--- config.mk ---
export PLATFORM = sky130hd
export DESIGN_NAME = newest_first_ring_with_id_lookup_top
export DESIGN_NICKNAME = d
export VERILOG_FILES = /design/src/rtl/nfr_pkg.sv /design/src/rtl/nfr_ram.sv /design/src/rtl/newest_first_ring_with_id_lookup_top.sv
export SDC_FILE = /design/constraint.sdc
export NUM_CORES = 1
export LEC_CHECK = 0
export BUFFER_PORTS_ARGS = -buffer_cell sky130_fd_sc_hd__buf_4
export CAP_MARGIN = 20
export CORE_ASPECT_RATIO = 0.8
export CORE_MARGIN = 5
export CORE_UTILIZATION = 49
export CTS_CLUSTER_SIZE = 28
export DETAILED_ROUTE_END_ITERATION = 10
export GPL_TIMING_DRIVEN = 0
export PLACE_DENSITY = 0.65
export SYNTH_ARGS = -nofsm -noshare
export SYNTH_HDL_FRONTEND = slang
export SYNTH_SLANG_ARGS = --single-unit
--- constraint.sdc ---
create_clock -name clk_i -period 8.2 [get_ports clk_i]
set_clock_uncertainty 0.1 [all_clocks]
set_input_delay 1.64 -clock clk_i [delete_from_list [all_inputs] [get_ports clk_i]]
set_output_delay 1.64 -clock clk_i [all_outputs]
set_load 0.05 [all_outputs]
--- src/rtl/nfr_pkg.sv ---
// Package for the newest-first ring store with id lookup.
// Holds request codes, controller state type and default sizes.
// No dependencies.
package nfr_pkg;

  localparam int unsigned DefCapacity = 8;
  localparam int unsigned IdW         = 8;
  localparam int unsigned PayW        = 32;
  localparam int unsigned ReqW        = 3;

  localparam logic [ReqW-1:0] REQ_PUSH    = 3'd0;
  localparam logic [ReqW-1:0] REQ_LATEST  = 3'd1;
  localparam logic [ReqW-1:0] REQ_BY_ID   = 3'd2;
  localparam logic [ReqW-1:0] REQ_NEWER   = 3'd3;
  localparam logic [ReqW-1:0] REQ_OLDER   = 3'd4;
  localparam logic [ReqW-1:0] REQ_DISMISS = 3'd5;
  localparam logic [ReqW-1:0] REQ_CLEAR   = 3'd6;

  typedef enum logic [4:0] {
    S_IDLE = 5'b00001,
    S_LOAD = 5'b00010,
    S_SHRD = 5'b00100,
    S_SHWR = 5'b01000,
    S_OUT  = 5'b10000
  } state_e;

endpackage

--- src/rtl/nfr_ram.sv ---
// Generic single-write, single-read RAM with a registered read port.
// No dependencies.
module nfr_ram #(
  parameter int unsigned WIDTH = 32,
  parameter int unsigned DEPTH = 8
) (
  input  logic                     clk_i,
  input  logic                     we_i,
  input  logic [$clog2(DEPTH)-1:0] waddr_i,
  input  logic [WIDTH-1:0]         wdata_i,
  input  logic [$clog2(DEPTH)-1:0] raddr_i,
  output logic [WIDTH-1:0]         rdata_o
);

  logic [WIDTH-1:0] mem_q [DEPTH];

  always_ff @(posedge clk_i) begin
    if (we_i) begin
      mem_q[waddr_i] <= wdata_i;
    end
    rdata_o <= mem_q[raddr_i];
  end

endmodule

--- src/rtl/newest_first_ring_with_id_lookup_top.sv ---
// Newest-first ring store with id lookup; ids in flops, payloads in nfr_ram.
// Depends on nfr_pkg and nfr_ram.
// Push, miss and clear go from idle straight to S_OUT; hit lookups pass through S_LOAD (RAM read).
// Dismiss of a non-front entry closes the gap, moving each payload word via S_SHRD then S_SHWR.
// One request at a time; the next waits until the result word has been taken.
// Reset (async, active low) empties the store and clears id counter and flag.
module newest_first_ring_with_id_lookup_top #(
  parameter int unsigned CAPACITY = nfr_pkg::DefCapacity,
  localparam int unsigned IDX_W   = $clog2(CAPACITY),
  localparam int unsigned CNT_W   = $clog2(CAPACITY + 1)
) (
  input  logic                     clk_i,
  input  logic                     rst_ni,
  input  logic                     in_valid_i,
  output logic                     in_ready_o,
  input  logic [nfr_pkg::ReqW-1:0] req_type_i,
  input  logic [nfr_pkg::IdW-1:0]  entry_id_i,
  input  logic [nfr_pkg::PayW-1:0] payload_i,
  output logic                     out_valid_o,
  input  logic                     out_ready_i,
  output logic                     found_o,
  output logic [nfr_pkg::IdW-1:0]  out_id_o,
  output logic [nfr_pkg::PayW-1:0] out_payload_o,
  output logic [CNT_W-1:0]         count_o,
  output logic                     new_flag_o
);

  function automatic logic [IDX_W-1:0] slot(input logic [IDX_W-1:0] front,
                                            input logic [IDX_W-1:0] pos);
    logic [IDX_W:0] sum;
    sum = {1'b0, front} + {1'b0, pos};
    if (sum >= (IDX_W+1)'(CAPACITY)) begin
      sum = sum - (IDX_W+1)'(CAPACITY);
    end
    return sum[IDX_W-1:0];
  endfunction

  nfr_pkg::state_e state_q, state_d;

  logic [nfr_pkg::IdW-1:0]  ids_q [CAPACITY];
  logic [nfr_pkg::IdW-1:0]  ids_d [CAPACITY];
  logic [IDX_W-1:0]         front_q, front_d;
  logic [CNT_W-1:0]         count_q, count_d;
  logic [nfr_pkg::IdW-1:0]  last_id_q, last_id_d;
  logic                     flag_q, flag_d;
  logic [IDX_W-1:0]         shpos_q, shpos_d;

  logic                     found_q, found_d;
  logic [nfr_pkg::IdW-1:0]  oid_q, oid_d;
  logic [nfr_pkg::PayW-1:0] opay_q, opay_d;
  logic [CNT_W-1:0]         ocnt_q, ocnt_d;
  logic                     oflag_q, oflag_d;

  logic                     ram_we;
  logic [IDX_W-1:0]         ram_waddr;
  logic [nfr_pkg::PayW-1:0] ram_wdata;
  logic [IDX_W-1:0]         ram_raddr;
  logic [nfr_pkg::PayW-1:0] ram_rdata;

  logic                     hit;
  logic [IDX_W-1:0]         hit_pos;
  logic                     have;
  logic [IDX_W-1:0]         have_pos;
  logic [IDX_W-1:0]         front_dec;
  logic [IDX_W-1:0]         front_inc;
  logic                     in_fire;

  nfr_ram #(
    .WIDTH(nfr_pkg::PayW),
    .DEPTH(CAPACITY)
  ) u_pay_ram (
    .clk_i  (clk_i),
    .we_i   (ram_we),
    .waddr_i(ram_waddr),
    .wdata_i(ram_wdata),
    .raddr_i(ram_raddr),
    .rdata_o(ram_rdata)
  );

  assign in_ready_o    = (state_q == nfr_pkg::S_IDLE);
  assign in_fire       = in_valid_i & in_ready_o;
  assign out_valid_o   = (state_q == nfr_pkg::S_OUT);
  assign found_o       = found_q;
  assign out_id_o      = oid_q;
  assign out_payload_o = opay_q;
  assign count_o       = ocnt_q;
  assign new_flag_o    = oflag_q;

  assign front_dec = (front_q == '0) ? IDX_W'(CAPACITY - 1) : front_q - IDX_W'(1);
  assign front_inc = (front_q == IDX_W'(CAPACITY - 1)) ? '0 : front_q + IDX_W'(1);

  // Newest match wins: scan from the oldest position so the lowest one sticks.
  always_comb begin
    hit     = 1'b0;
    hit_pos = '0;
    for (int p = CAPACITY - 1; p >= 0; p--) begin
      if (CNT_W'(p) < count_q && ids_q[slot(front_q, IDX_W'(p))] == entry_id_i) begin
        hit     = 1'b1;
        hit_pos = IDX_W'(p);
      end
    end
  end

  always_comb begin
    have     = 1'b0;
    have_pos = '0;
    case (req_type_i)
      nfr_pkg::REQ_LATEST: begin
        have = (count_q != '0);
      end
      nfr_pkg::REQ_BY_ID: begin
        have     = hit;
        have_pos = hit_pos;
      end
      nfr_pkg::REQ_NEWER: begin
        have     = hit && (hit_pos != '0);
        have_pos = hit_pos - IDX_W'(1);
      end
      nfr_pkg::REQ_OLDER: begin
        have     = hit && (CNT_W'(hit_pos) + CNT_W'(1) < count_q);
        have_pos = hit_pos + IDX_W'(1);
      end
      default: begin
        have = 1'b0;
      end
    endcase
  end

  always_comb begin
    logic [IDX_W:0]   rel;
    logic [IDX_W-1:0] ppos;
    logic [IDX_W-1:0] nxt;

    rel       = '0;
    ppos      = '0;
    nxt       = '0;
    state_d   = state_q;
    ids_d     = ids_q;
    front_d   = front_q;
    count_d   = count_q;
    last_id_d = last_id_q;
    flag_d    = flag_q;
    shpos_d   = shpos_q;
    found_d   = found_q;
    oid_d     = oid_q;
    opay_d    = opay_q;
    ocnt_d    = ocnt_q;
    oflag_d   = oflag_q;
    ram_we    = 1'b0;
    ram_waddr = '0;
    ram_wdata = payload_i;
    ram_raddr = slot(front_q, have_pos);

    unique case (state_q)
      nfr_pkg::S_IDLE: begin
        if (in_fire) begin
          found_d = 1'b0;
          oid_d   = '0;
          opay_d  = '0;
          state_d = nfr_pkg::S_OUT;
          case (req_type_i)
            nfr_pkg::REQ_PUSH: begin
              last_id_d        = last_id_q + nfr_pkg::IdW'(1);
              flag_d           = 1'b1;
              front_d          = front_dec;
              ids_d[front_dec] = last_id_d;
              ram_we           = 1'b1;
              ram_waddr        = front_dec;
              if (count_q < CNT_W'(CAPACITY)) begin
                count_d = count_q + CNT_W'(1);
              end
              found_d = 1'b1;
              oid_d   = last_id_d;
              opay_d  = payload_i;
            end
            nfr_pkg::REQ_LATEST, nfr_pkg::REQ_BY_ID,
            nfr_pkg::REQ_NEWER, nfr_pkg::REQ_OLDER: begin
              if (have) begin
                found_d = 1'b1;
                oid_d   = ids_q[slot(front_q, have_pos)];
                state_d = nfr_pkg::S_LOAD;
              end
            end
            nfr_pkg::REQ_DISMISS: begin
              if (hit) begin
                found_d = 1'b1;
                oid_d   = entry_id_i;
                count_d = count_q - CNT_W'(1);
                if (hit_pos == '0) begin
                  front_d = front_inc;
                end else begin
                  // Ids close up at once; payload words follow one per step.
                  for (int s = 0; s < CAPACITY; s++) begin
                    rel = (IDX_W+1)'(s) + (IDX_W+1)'(CAPACITY) - {1'b0, front_q};
                    if (rel >= (IDX_W+1)'(CAPACITY)) begin
                      rel = rel - (IDX_W+1)'(CAPACITY);
                    end
                    ppos = rel[IDX_W-1:0];
                    nxt  = (s == CAPACITY - 1) ? '0 : IDX_W'(s + 1);
                    if (ppos >= hit_pos && CNT_W'(ppos) + CNT_W'(1) < count_q) begin
                      ids_d[s] = ids_q[nxt];
                    end
                  end
                  if (CNT_W'(hit_pos) < count_d) begin
                    shpos_d = hit_pos;
                    state_d = nfr_pkg::S_SHRD;
                  end
                end
              end
            end
            nfr_pkg::REQ_CLEAR: begin
              found_d = 1'b1;
              flag_d  = 1'b0;
            end
            default: begin
              found_d = 1'b0;
            end
          endcase
          ocnt_d  = count_d;
          oflag_d = (req_type_i == nfr_pkg::REQ_CLEAR) ? flag_q : flag_d;
        end
      end
      nfr_pkg::S_LOAD: begin
        opay_d  = ram_rdata;
        state_d = nfr_pkg::S_OUT;
      end
      nfr_pkg::S_SHRD: begin
        ram_raddr = slot(front_q, shpos_q + IDX_W'(1));
        state_d   = nfr_pkg::S_SHWR;
      end
      nfr_pkg::S_SHWR: begin
        ram_we    = 1'b1;
        ram_waddr = slot(front_q, shpos_q);
        ram_wdata = ram_rdata;
        shpos_d   = shpos_q + IDX_W'(1);
        // count_q already holds the reduced count here.
        if (CNT_W'(shpos_q) + CNT_W'(1) < count_q) begin
          state_d = nfr_pkg::S_SHRD;
        end else begin
          state_d = nfr_pkg::S_OUT;
        end
      end
      nfr_pkg::S_OUT: begin
        if (out_ready_i) begin
          state_d = nfr_pkg::S_IDLE;
        end
      end
      default: begin
        state_d = nfr_pkg::S_IDLE;
      end
    endcase
  end

  always_ff @(posedge clk_i or negedge rst_ni) begin
    if (!rst_ni) begin
      state_q   <= nfr_pkg::S_IDLE;
      front_q   <= '0;
      count_q   <= '0;
      last_id_q <= '0;
      flag_q    <= 1'b0;
      shpos_q   <= '0;
      for (int s = 0; s < CAPACITY; s++) begin
        ids_q[s] <= '0;
      end
    end else begin
      state_q   <= state_d;
      front_q   <= front_d;
      count_q   <= count_d;
      last_id_q <= last_id_d;
      flag_q    <= flag_d;
      shpos_q   <= shpos_d;
      ids_q     <= ids_d;
    end
  end

  always_ff @(posedge clk_i) begin
    found_q <= found_d;
    oid_q   <= oid_d;
    opay_q  <= opay_d;
    ocnt_q  <= ocnt_d;
    oflag_q <= oflag_d;
  end

endmodule
[Word-level counts from Yosys, hierarchy flattened]
Memories as Yosys holds them, arrays and structs flattened. A register that Yosys moved wholly into a read port is not among the register bits.
Cells that the tools add are included.
Cells by class
  $add $sub $neg: 55
  equality and inequality tests: 37
  multiply operators: 0
  mux-type cells: 166
  reductions and logical operators: 43
  shift-type cells: 0
  $lt $le $gt $ge: 58
  divide/modulo/power cells: 0
  bitwise logic cells: 11
Operators by type and width (count)
  3-bit 2-to-1 mux: 83
  8-bit 2-to-1 mux: 29
  8-bit binary-select mux with 3-bit select: 9
  64-bit 2-to-1 mux: 2
  64-bit case mux with 2 select lines: 1
  4-bit >= comparator, second input constant: 28
  32-bit 2-to-1 mux: 3
  64-bit bitwise mux: 1
  8-bit equality test: 8
  32-bit case mux with 2 select lines: 1
  3-bit by 1-bit subtractor with 3-bit output, second input constant: 21
  6-bit AND reduction: 9
  3-bit by 1-bit adder with 4-bit output, second input constant: 11
  4-bit < comparator: 10
  3-bit NOT with 4-bit output: 10
  5-bit 2-to-1 mux: 7
  4-bit by 3-bit subtractor with 4-bit output, first input constant: 8
  5-bit case mux with 5 select lines: 1
  8-bit demux with 3-bit select: 1
  3-bit >= comparator: 8
  2-bit inequality test, second input constant: 12
  8-bit case mux with 3 select lines: 1
  1-bit logical AND: 19
  3-bit case mux with 2 select lines: 3
  other kinds (41): 84
Word-level totals
  RAM bits: 256
  bits in registers: 134
  bits in latches: 0
  output and inout port bits: 48
  logic and storage cells: 390
  bits of input ports: 47
  ROM bits: 0
  memories: 1
Memory list
  u_pay_ram.mem_q: words 8, bits a word 32, read ports 1, clocked after memory_dff 1, wr ports 1, RTL line nfr_ram.sv:15  | logic [WIDTH-1:0] mem_q [DEPTH];

[Depth between registers and ports, before layout]
  depth in word-level cells: 32
  depth in mapped cells: 31
  depth with buffers taken out: 21

[By module]
Synthesis repeated with hierarchy kept, for this count alone.
Unflattened totals
  cells, all modules: 1967
  area, all modules: 24561.1 µm²
By module, submodules not included
  newest_first_ring_with_id_lookup_top: times used 1, cells an instance 1552, seq. area each 3584.7 µm², area an instance 14094.8 µm²
  nfr_ram: times used 1, cells an instance 415, seq. area each 8328.0 µm², area an instance 10466.3 µm²

[Worst setup path after synthesis]
No wires, ideal clock.
  path type: register to register
  start: register front_q[1]
  end: register u_pay_ram.rdata_o[0] (read register of u_pay_ram.mem_q)
  arrival time: 7213 ps
  setup slack: 764 ps
  stages on the path, launching flop included: 28
  period minus slack after synthesis: 7436 ps
  cell sequence: dfrtp_1 > buf_6 > buf_4 > buf_4 > buf_4 > inv_1 > ha_1 > ha_1 > clkbuf_1 > inv_2 > mux4_2 > xnor2_1 > o2111ai_1 > or4_1 > o2111ai_1 > and3_1 > buf_2 > buf_2 > inv_1 > fa_1 > mux2_2 > o22ai_1 > fa_1 > buf_1 > o21ai_1 > clkbuf_1 > mux4_2 > mux2_1
Between the ends
  cells in the longest elaborated chain, start to end: 23
  elaborated cells between the ends (all ways): 99
  classes of those cells: 21 x add/sub; 10 x order compare; 8 x eq/ne; 44 x mux; 8 x bitwise; 8 x reduce/logical
Ends and longest elaborated chain
  from (decl): RTL line newest_first_ring_with_id_lookup_top.sv:42  | logic [IDX_W-1:0] front_q, front_d;
  from (signal assigned): RTL line newest_first_ring_with_id_lookup_top.sv:267  | front_q <= front_d;
  3-bit by 3-bit adder with 4-bit output: RTL line newest_first_ring_with_id_lookup_top.sv:31  | sum = {1'b0, front} + {1'b0, pos};
  4-bit >= comparator or 3-bit by 1-bit subtractor with 3-bit output (tied branches): RTL line newest_first_ring_with_id_lookup_top.sv:32, newest_first_ring_with_id_lookup_top.sv:33
  3-bit 2-to-1 mux: RTL line newest_first_ring_with_id_lookup_top.sv:32  | if (sum >= (IDX_W+1)'(CAPACITY)) begin
  3-bit NOT with 4-bit output (not written as such): RTL line newest_first_ring_with_id_lookup_top.sv:97  | if (CNT_W'(p) < count_q && ids_q[slot(front_q, IDX_W'(p))] == entry_id_i) begin
  8-bit binary-select mux with 3-bit select: RTL line newest_first_ring_with_id_lookup_top.sv:97
  8-bit 2-to-1 mux (not written as such) (2 in a row): RTL line newest_first_ring_with_id_lookup_top.sv:97
  8-bit equality test: RTL line newest_first_ring_with_id_lookup_top.sv:97
  1-bit logical AND: RTL line newest_first_ring_with_id_lookup_top.sv:97
  3-bit 2-to-1 mux (8 in a row): RTL line newest_first_ring_with_id_lookup_top.sv:97
  3-bit by 1-bit adder with 3-bit output or 3-bit by 1-bit subtractor with 3-bit output (tied branches): RTL line newest_first_ring_with_id_lookup_top.sv:121, newest_first_ring_with_id_lookup_top.sv:117
  3-bit case mux with 3 select lines: RTL line newest_first_ring_with_id_lookup_top.sv:107  | case (req_type_i)
  3-bit by 3-bit adder with 4-bit output: RTL line newest_first_ring_with_id_lookup_top.sv:31
  4-bit >= comparator or 3-bit by 1-bit subtractor with 3-bit output (tied branches): RTL line newest_first_ring_with_id_lookup_top.sv:32, newest_first_ring_with_id_lookup_top.sv:33
  3-bit 2-to-1 mux: RTL line newest_first_ring_with_id_lookup_top.sv:32
  3-bit 2-to-1 mux (*): RTL line newest_first_ring_with_id_lookup_top.sv:154  | unique case (state_q)
  to (decl): RTL line nfr_ram.sv:12  | output logic [WIDTH-1:0] rdata_o
Mark *: on every way between the ends. The rest lies on a longest branch, timed or not. The select of a mux whose other input is x is not followed.
A chain may end at the register's enable or synchronous reset.

[Worst setup path in the final report]
  start: register front_q[0]
  end: register u_pay_ram.rdata_o[23] (read register of u_pay_ram.mem_q)
The elaborated chain is that of the path after synthesis.

==> summary.txt <==
Logic synthesis
  – Async SR Flop Fraction: approximately a fifth
  – Sequential element share of the synthesized area: 48.6%
  – Synth unique cells: 90
  – Syn avg cell area: 12.5 µm²
  – Syn_nets: a little over 2k
  – Cells after Synth: 1957
  – Synthesized area: about 0.025 mm²
  – Prevailing post-synth register cell: edfxtp_1
  – Number of synthesized flops with an enable pin: 302
  – Synth Register Bits: 422
  – Synth warn: 0

Global route
  – Pin count of the biggest net entering global routing: 58
  – GR Util met2: 37.4%
  – GRT Total Usage: 27.1%
  – GRT overflow: 0
  – Grt met1 use: 42.6%
  – Wire length of the first global-routing pass: roughly 110000 µm
  – Initial antenna violation count: 0
  – Vias in the first global route: 17.4k
  – Met3 usage: 7.33%
  – Top Usage Layer GRT: met1

Placement
  – Worst slack, placed: -1680 ps
  – Dpl cells: 2748
  – Placement Cell Area: 0.0264 mm²
  – Dpl hpwl: ~54000 µm
  – Port buffer count: 93
  – Placer Congestion: 1.00

Setup path
  – CP max stage cell: or4_4
  – Worst setup EP type: flop
  – Critical setup path kind: reg2reg
  – Largest stage delay on the critical path: roughly 540 ps
  – Worst R2R Start: front_q[0]
  – Worst reg2reg path depth: 28
  – R2r setup slk: approximately 180 ps
  – Worst R2R End: u_pay_ram.rdata_o[23]
  – Nature of the critical path startpoint: flop
  – CP required: between 8000 and 9000 ps
  – Worst-path fanout max: 14
  – Critical path startpoint: front_q[0]
  – Crit path DAT: around 8400 ps

Clock tree
  – Post-CTS Hold Buffers: 0
  – Clk buf depth: 3
  – Root Driver: clkbuf_16
  – CTS clk-pin slew, worst paths: 80 ps
  – H-tree levels: 2
  – Num CTS Buffers: 43
  – TritonCTS clock tree: yes
  – CTS sink cnt: 422
  – Clock latency on the worst-skew pair: about 600 ps

Timing
  – WHS: 418 ps
  – Max Slew Vio Count: 0
  – Final setup viols: 0
  – Final min period: 8020 ps
  – RSZ-0062 raised after global routing: no
  – Final Hold Viols: 0
  – Final WS setup: 183 ps
  – Max Clock Freq: 125 MHz
  – Slew @ Worst Pin: 1250 ps
  – Period utilisation layout: 97.8%
  – Relative slew margins: 16.1%
  – Final setup TNS: 0 ps

Floorplanning
  – Die X: 260 µm
  – Core area: 0.0496 mm²
  – Die Span Y: 210 µm
  – # IOs: 95
  – Initial core utilization: 49.4%
  – Rows: 73
  – Die area: 0.0546 mm²

Worst hold path
  – HP Class: reg2reg
  – HP Start: last_id_q[6]
  – Hold Path Depth: 1
  – Hold Path Sink: last_id_q[6]

Pwr
  – Leakage: 10.9 nW
  – Seq pwr share: 27.4%
  – Combinational Power Share: between 50% and 60%
  – Maximum VDD drop: 0.183 mV
  – Power, Total: slightly below 10 mW
  – P_sw: 4.01 mW
  – Clock power share: 20.1%
  – P_int: slightly below 6 mW
  – Switch share: just over 40%
  – PD cells: 350 mW/mm²

Layout
  – Fin nets: 2225
  – Area growth, synth to finish: 14.5%
  – Most common cell after layout, fill and taps aside: edfxtp_1
  – Finished Cell Area: roughly 0.028 mm²
  – Finished Layout Cells: 2829
  – Util after Layout: between 50 and 60%
  – Layout cells sized above 1: 23.8%
  – Commonest non-fill, non-tap cells in the layout: 302 x edfxtp_1, 271 x nand2_1, 151 x mux2i_1, 129 x mux4_2, 113 x buf_4
  – Antenna diodes: 0

Route
  – Final WL: 75300 µm
  – Initial DRC Count: 2144
  – Pre-antenna DRT Iters: 6
  – Detailed-route DRC error count: 0
  – Avg WL per Cell: 26.6 µm
  – Vias: 17.9k
  – Vias/cell: between 6 and 7
  – Final ANT Viol Nets: 0

Status
  – Outcome: finished clean

Job
  – Max-Cap Viols: 0
## kinds of logic after synthesis
logic type / count (synthesis) / share of synthesized area, %
adders and majority gates: 61 / 3.22
buffers and inverters: 217 / 4.07
AOI/OAI and AO/OA: 300 / 8.57
muxes: 391 / 23.6
DFF: 422 / 48.6
and+or+nand+nor: 505 / 9.80
xor gates and xnor gates: 61 / 2.18
## flip-flops by register name, summed over array words and instances, names as in the netlist, 4 cells and up
register and cells:
count_o 4, count_q 4, ids_q 64, last_id_q 8
out_id_o 8, out_payload_o 32, state_q 5, u_pay_ram.mem_q 256
u_pay_ram.rdata_o 32
## layout make-up
| type | count | area (µm²) |
|---|---|---|
| Fill cell | 4080 | 21500 |
| Clock inverter | 21 | 255 |
| Timing Repair Buffer | 126 | 1120 |
| Inverter | 32 | 125 |
| Sequential cell | 422 | 11900 |
| Clock buffer | 59 | 1150 |
| Tap cell | 675 | 845 |
| Buffer | 176 | 908 |
| Multi-Input combinational cell | 1318 | 11800 |
## synthesized netlist by cell type, types with 5 or more instances
| cell | count | area share (%) |
|---|---|---|
| and3_1 | 13 | 0.33 |
| buf_4 | 14 | 0.43 |
| buf_6 | 6 | 0.28 |
| mux2_1 | 45 | 2.1 |
| mux4_2 | 129 | 12 |
| dfxtp_1 | 32 | 2.6 |
| mux2i_1 | 153 | 6.2 |
| o211ai_1 | 6 | 0.18 |
| dfrtp_1 | 87 | 8.9 |
| a21oi_1 | 33 | 0.67 |
| a211oi_1 | 14 | 0.43 |
| o22ai_1 | 32 | 0.82 |
| buf_2 | 24 | 0.49 |
| nand3_1 | 49 | 1.0 |
| clkbuf_1 | 114 | 1.7 |
| nand2b_1 | 14 | 0.36 |
| mux2_2 | 34 | 1.6 |
| or2_2 | 8 | 0.20 |
| a32o_1 | 8 | 0.33 |
| mux2_4 | 30 | 1.8 |
| o221ai_1 | 6 | 0.21 |
| nand2_1 | 272 | 4.2 |
| buf_1 | 20 | 0.31 |
| nor4_1 | 6 | 0.15 |
| nor2b_1 | 18 | 0.46 |
| a22o_1 | 8 | 0.29 |
| edfxtp_1 | 302 | 37 |
| o21ai_0 | 69 | 1.4 |
| a21o_1 | 20 | 0.61 |
| ha_1 | 55 | 2.8 |
| nor3_1 | 28 | 0.57 |
| inv_1 | 28 | 0.43 |
| a22oi_1 | 43 | 1.3 |
| xor2_1 | 24 | 0.86 |
| nor2_1 | 47 | 0.72 |
| xnor2_1 | 37 | 1.3 |
| and2_1 | 5 | 0.13 |
| o22a_1 | 6 | 0.21 |
| or3_1 | 9 | 0.23 |
| o21a_1 | 9 | 0.28 |
## metal layers
metal / wire length, µm / vias up
met5: 0 / -
met4: 1730 / 0
met3: 8870 / 125
met2: 31700 / 1010
met1: 33100 / 9031
li1: - / 7746
## timing repair
| action | 4_1_cts | 5_1_grt |
|---|---|---|
| setup endpoints to repair | 40 | 40 |
| setup buffers | 7 | 3 |
| pin swaps | 2 | 3 |
| resized for setup | 35 | 32 |
## critical path, delay by kind of cell (launching register included)
family / cells / cell delay [ps]
simple gates: 4 / 1220
mux: 3 / 980
xor+xnor: 2 / 430
fa+ha+maj: 4 / 1580
compound gates: 5 / 1090
buf+inv: 10 / 1950
flops: 1 / 490
## how the worst max path moves through the flow
| stage | cells past startpoint | slack [ps] | to |
|---|---|---|---|
| finish | 28 | 180 | u_pay_ram.rdata_o[23] |
| global route | 29 | 80 | u_pay_ram.rdata_o[6] |
| CTS | 30 | 50 | u_pay_ram.rdata_o[23] |
| detailed placement | 28 | -1680 | u_pay_ram.rdata_o[31] |
| global placement | 28 | -1570 | u_pay_ram.rdata_o[8] |
| floorplan | 27 | 760 | u_pay_ram.rdata_o[0] |
## power groups by stage
stage	Clock (mW)	Combinational [mW]	Sequential, mW
finish	1.97	5.17	2.69
floorplan	0	3.38	2.88
detailed placement	0	4.87	2.73
global placement	0	4.77	2.73
global route	2.10	5.46	2.71
CTS	2.01	5.03	2.68
Power figures use the tool's default switching activity.
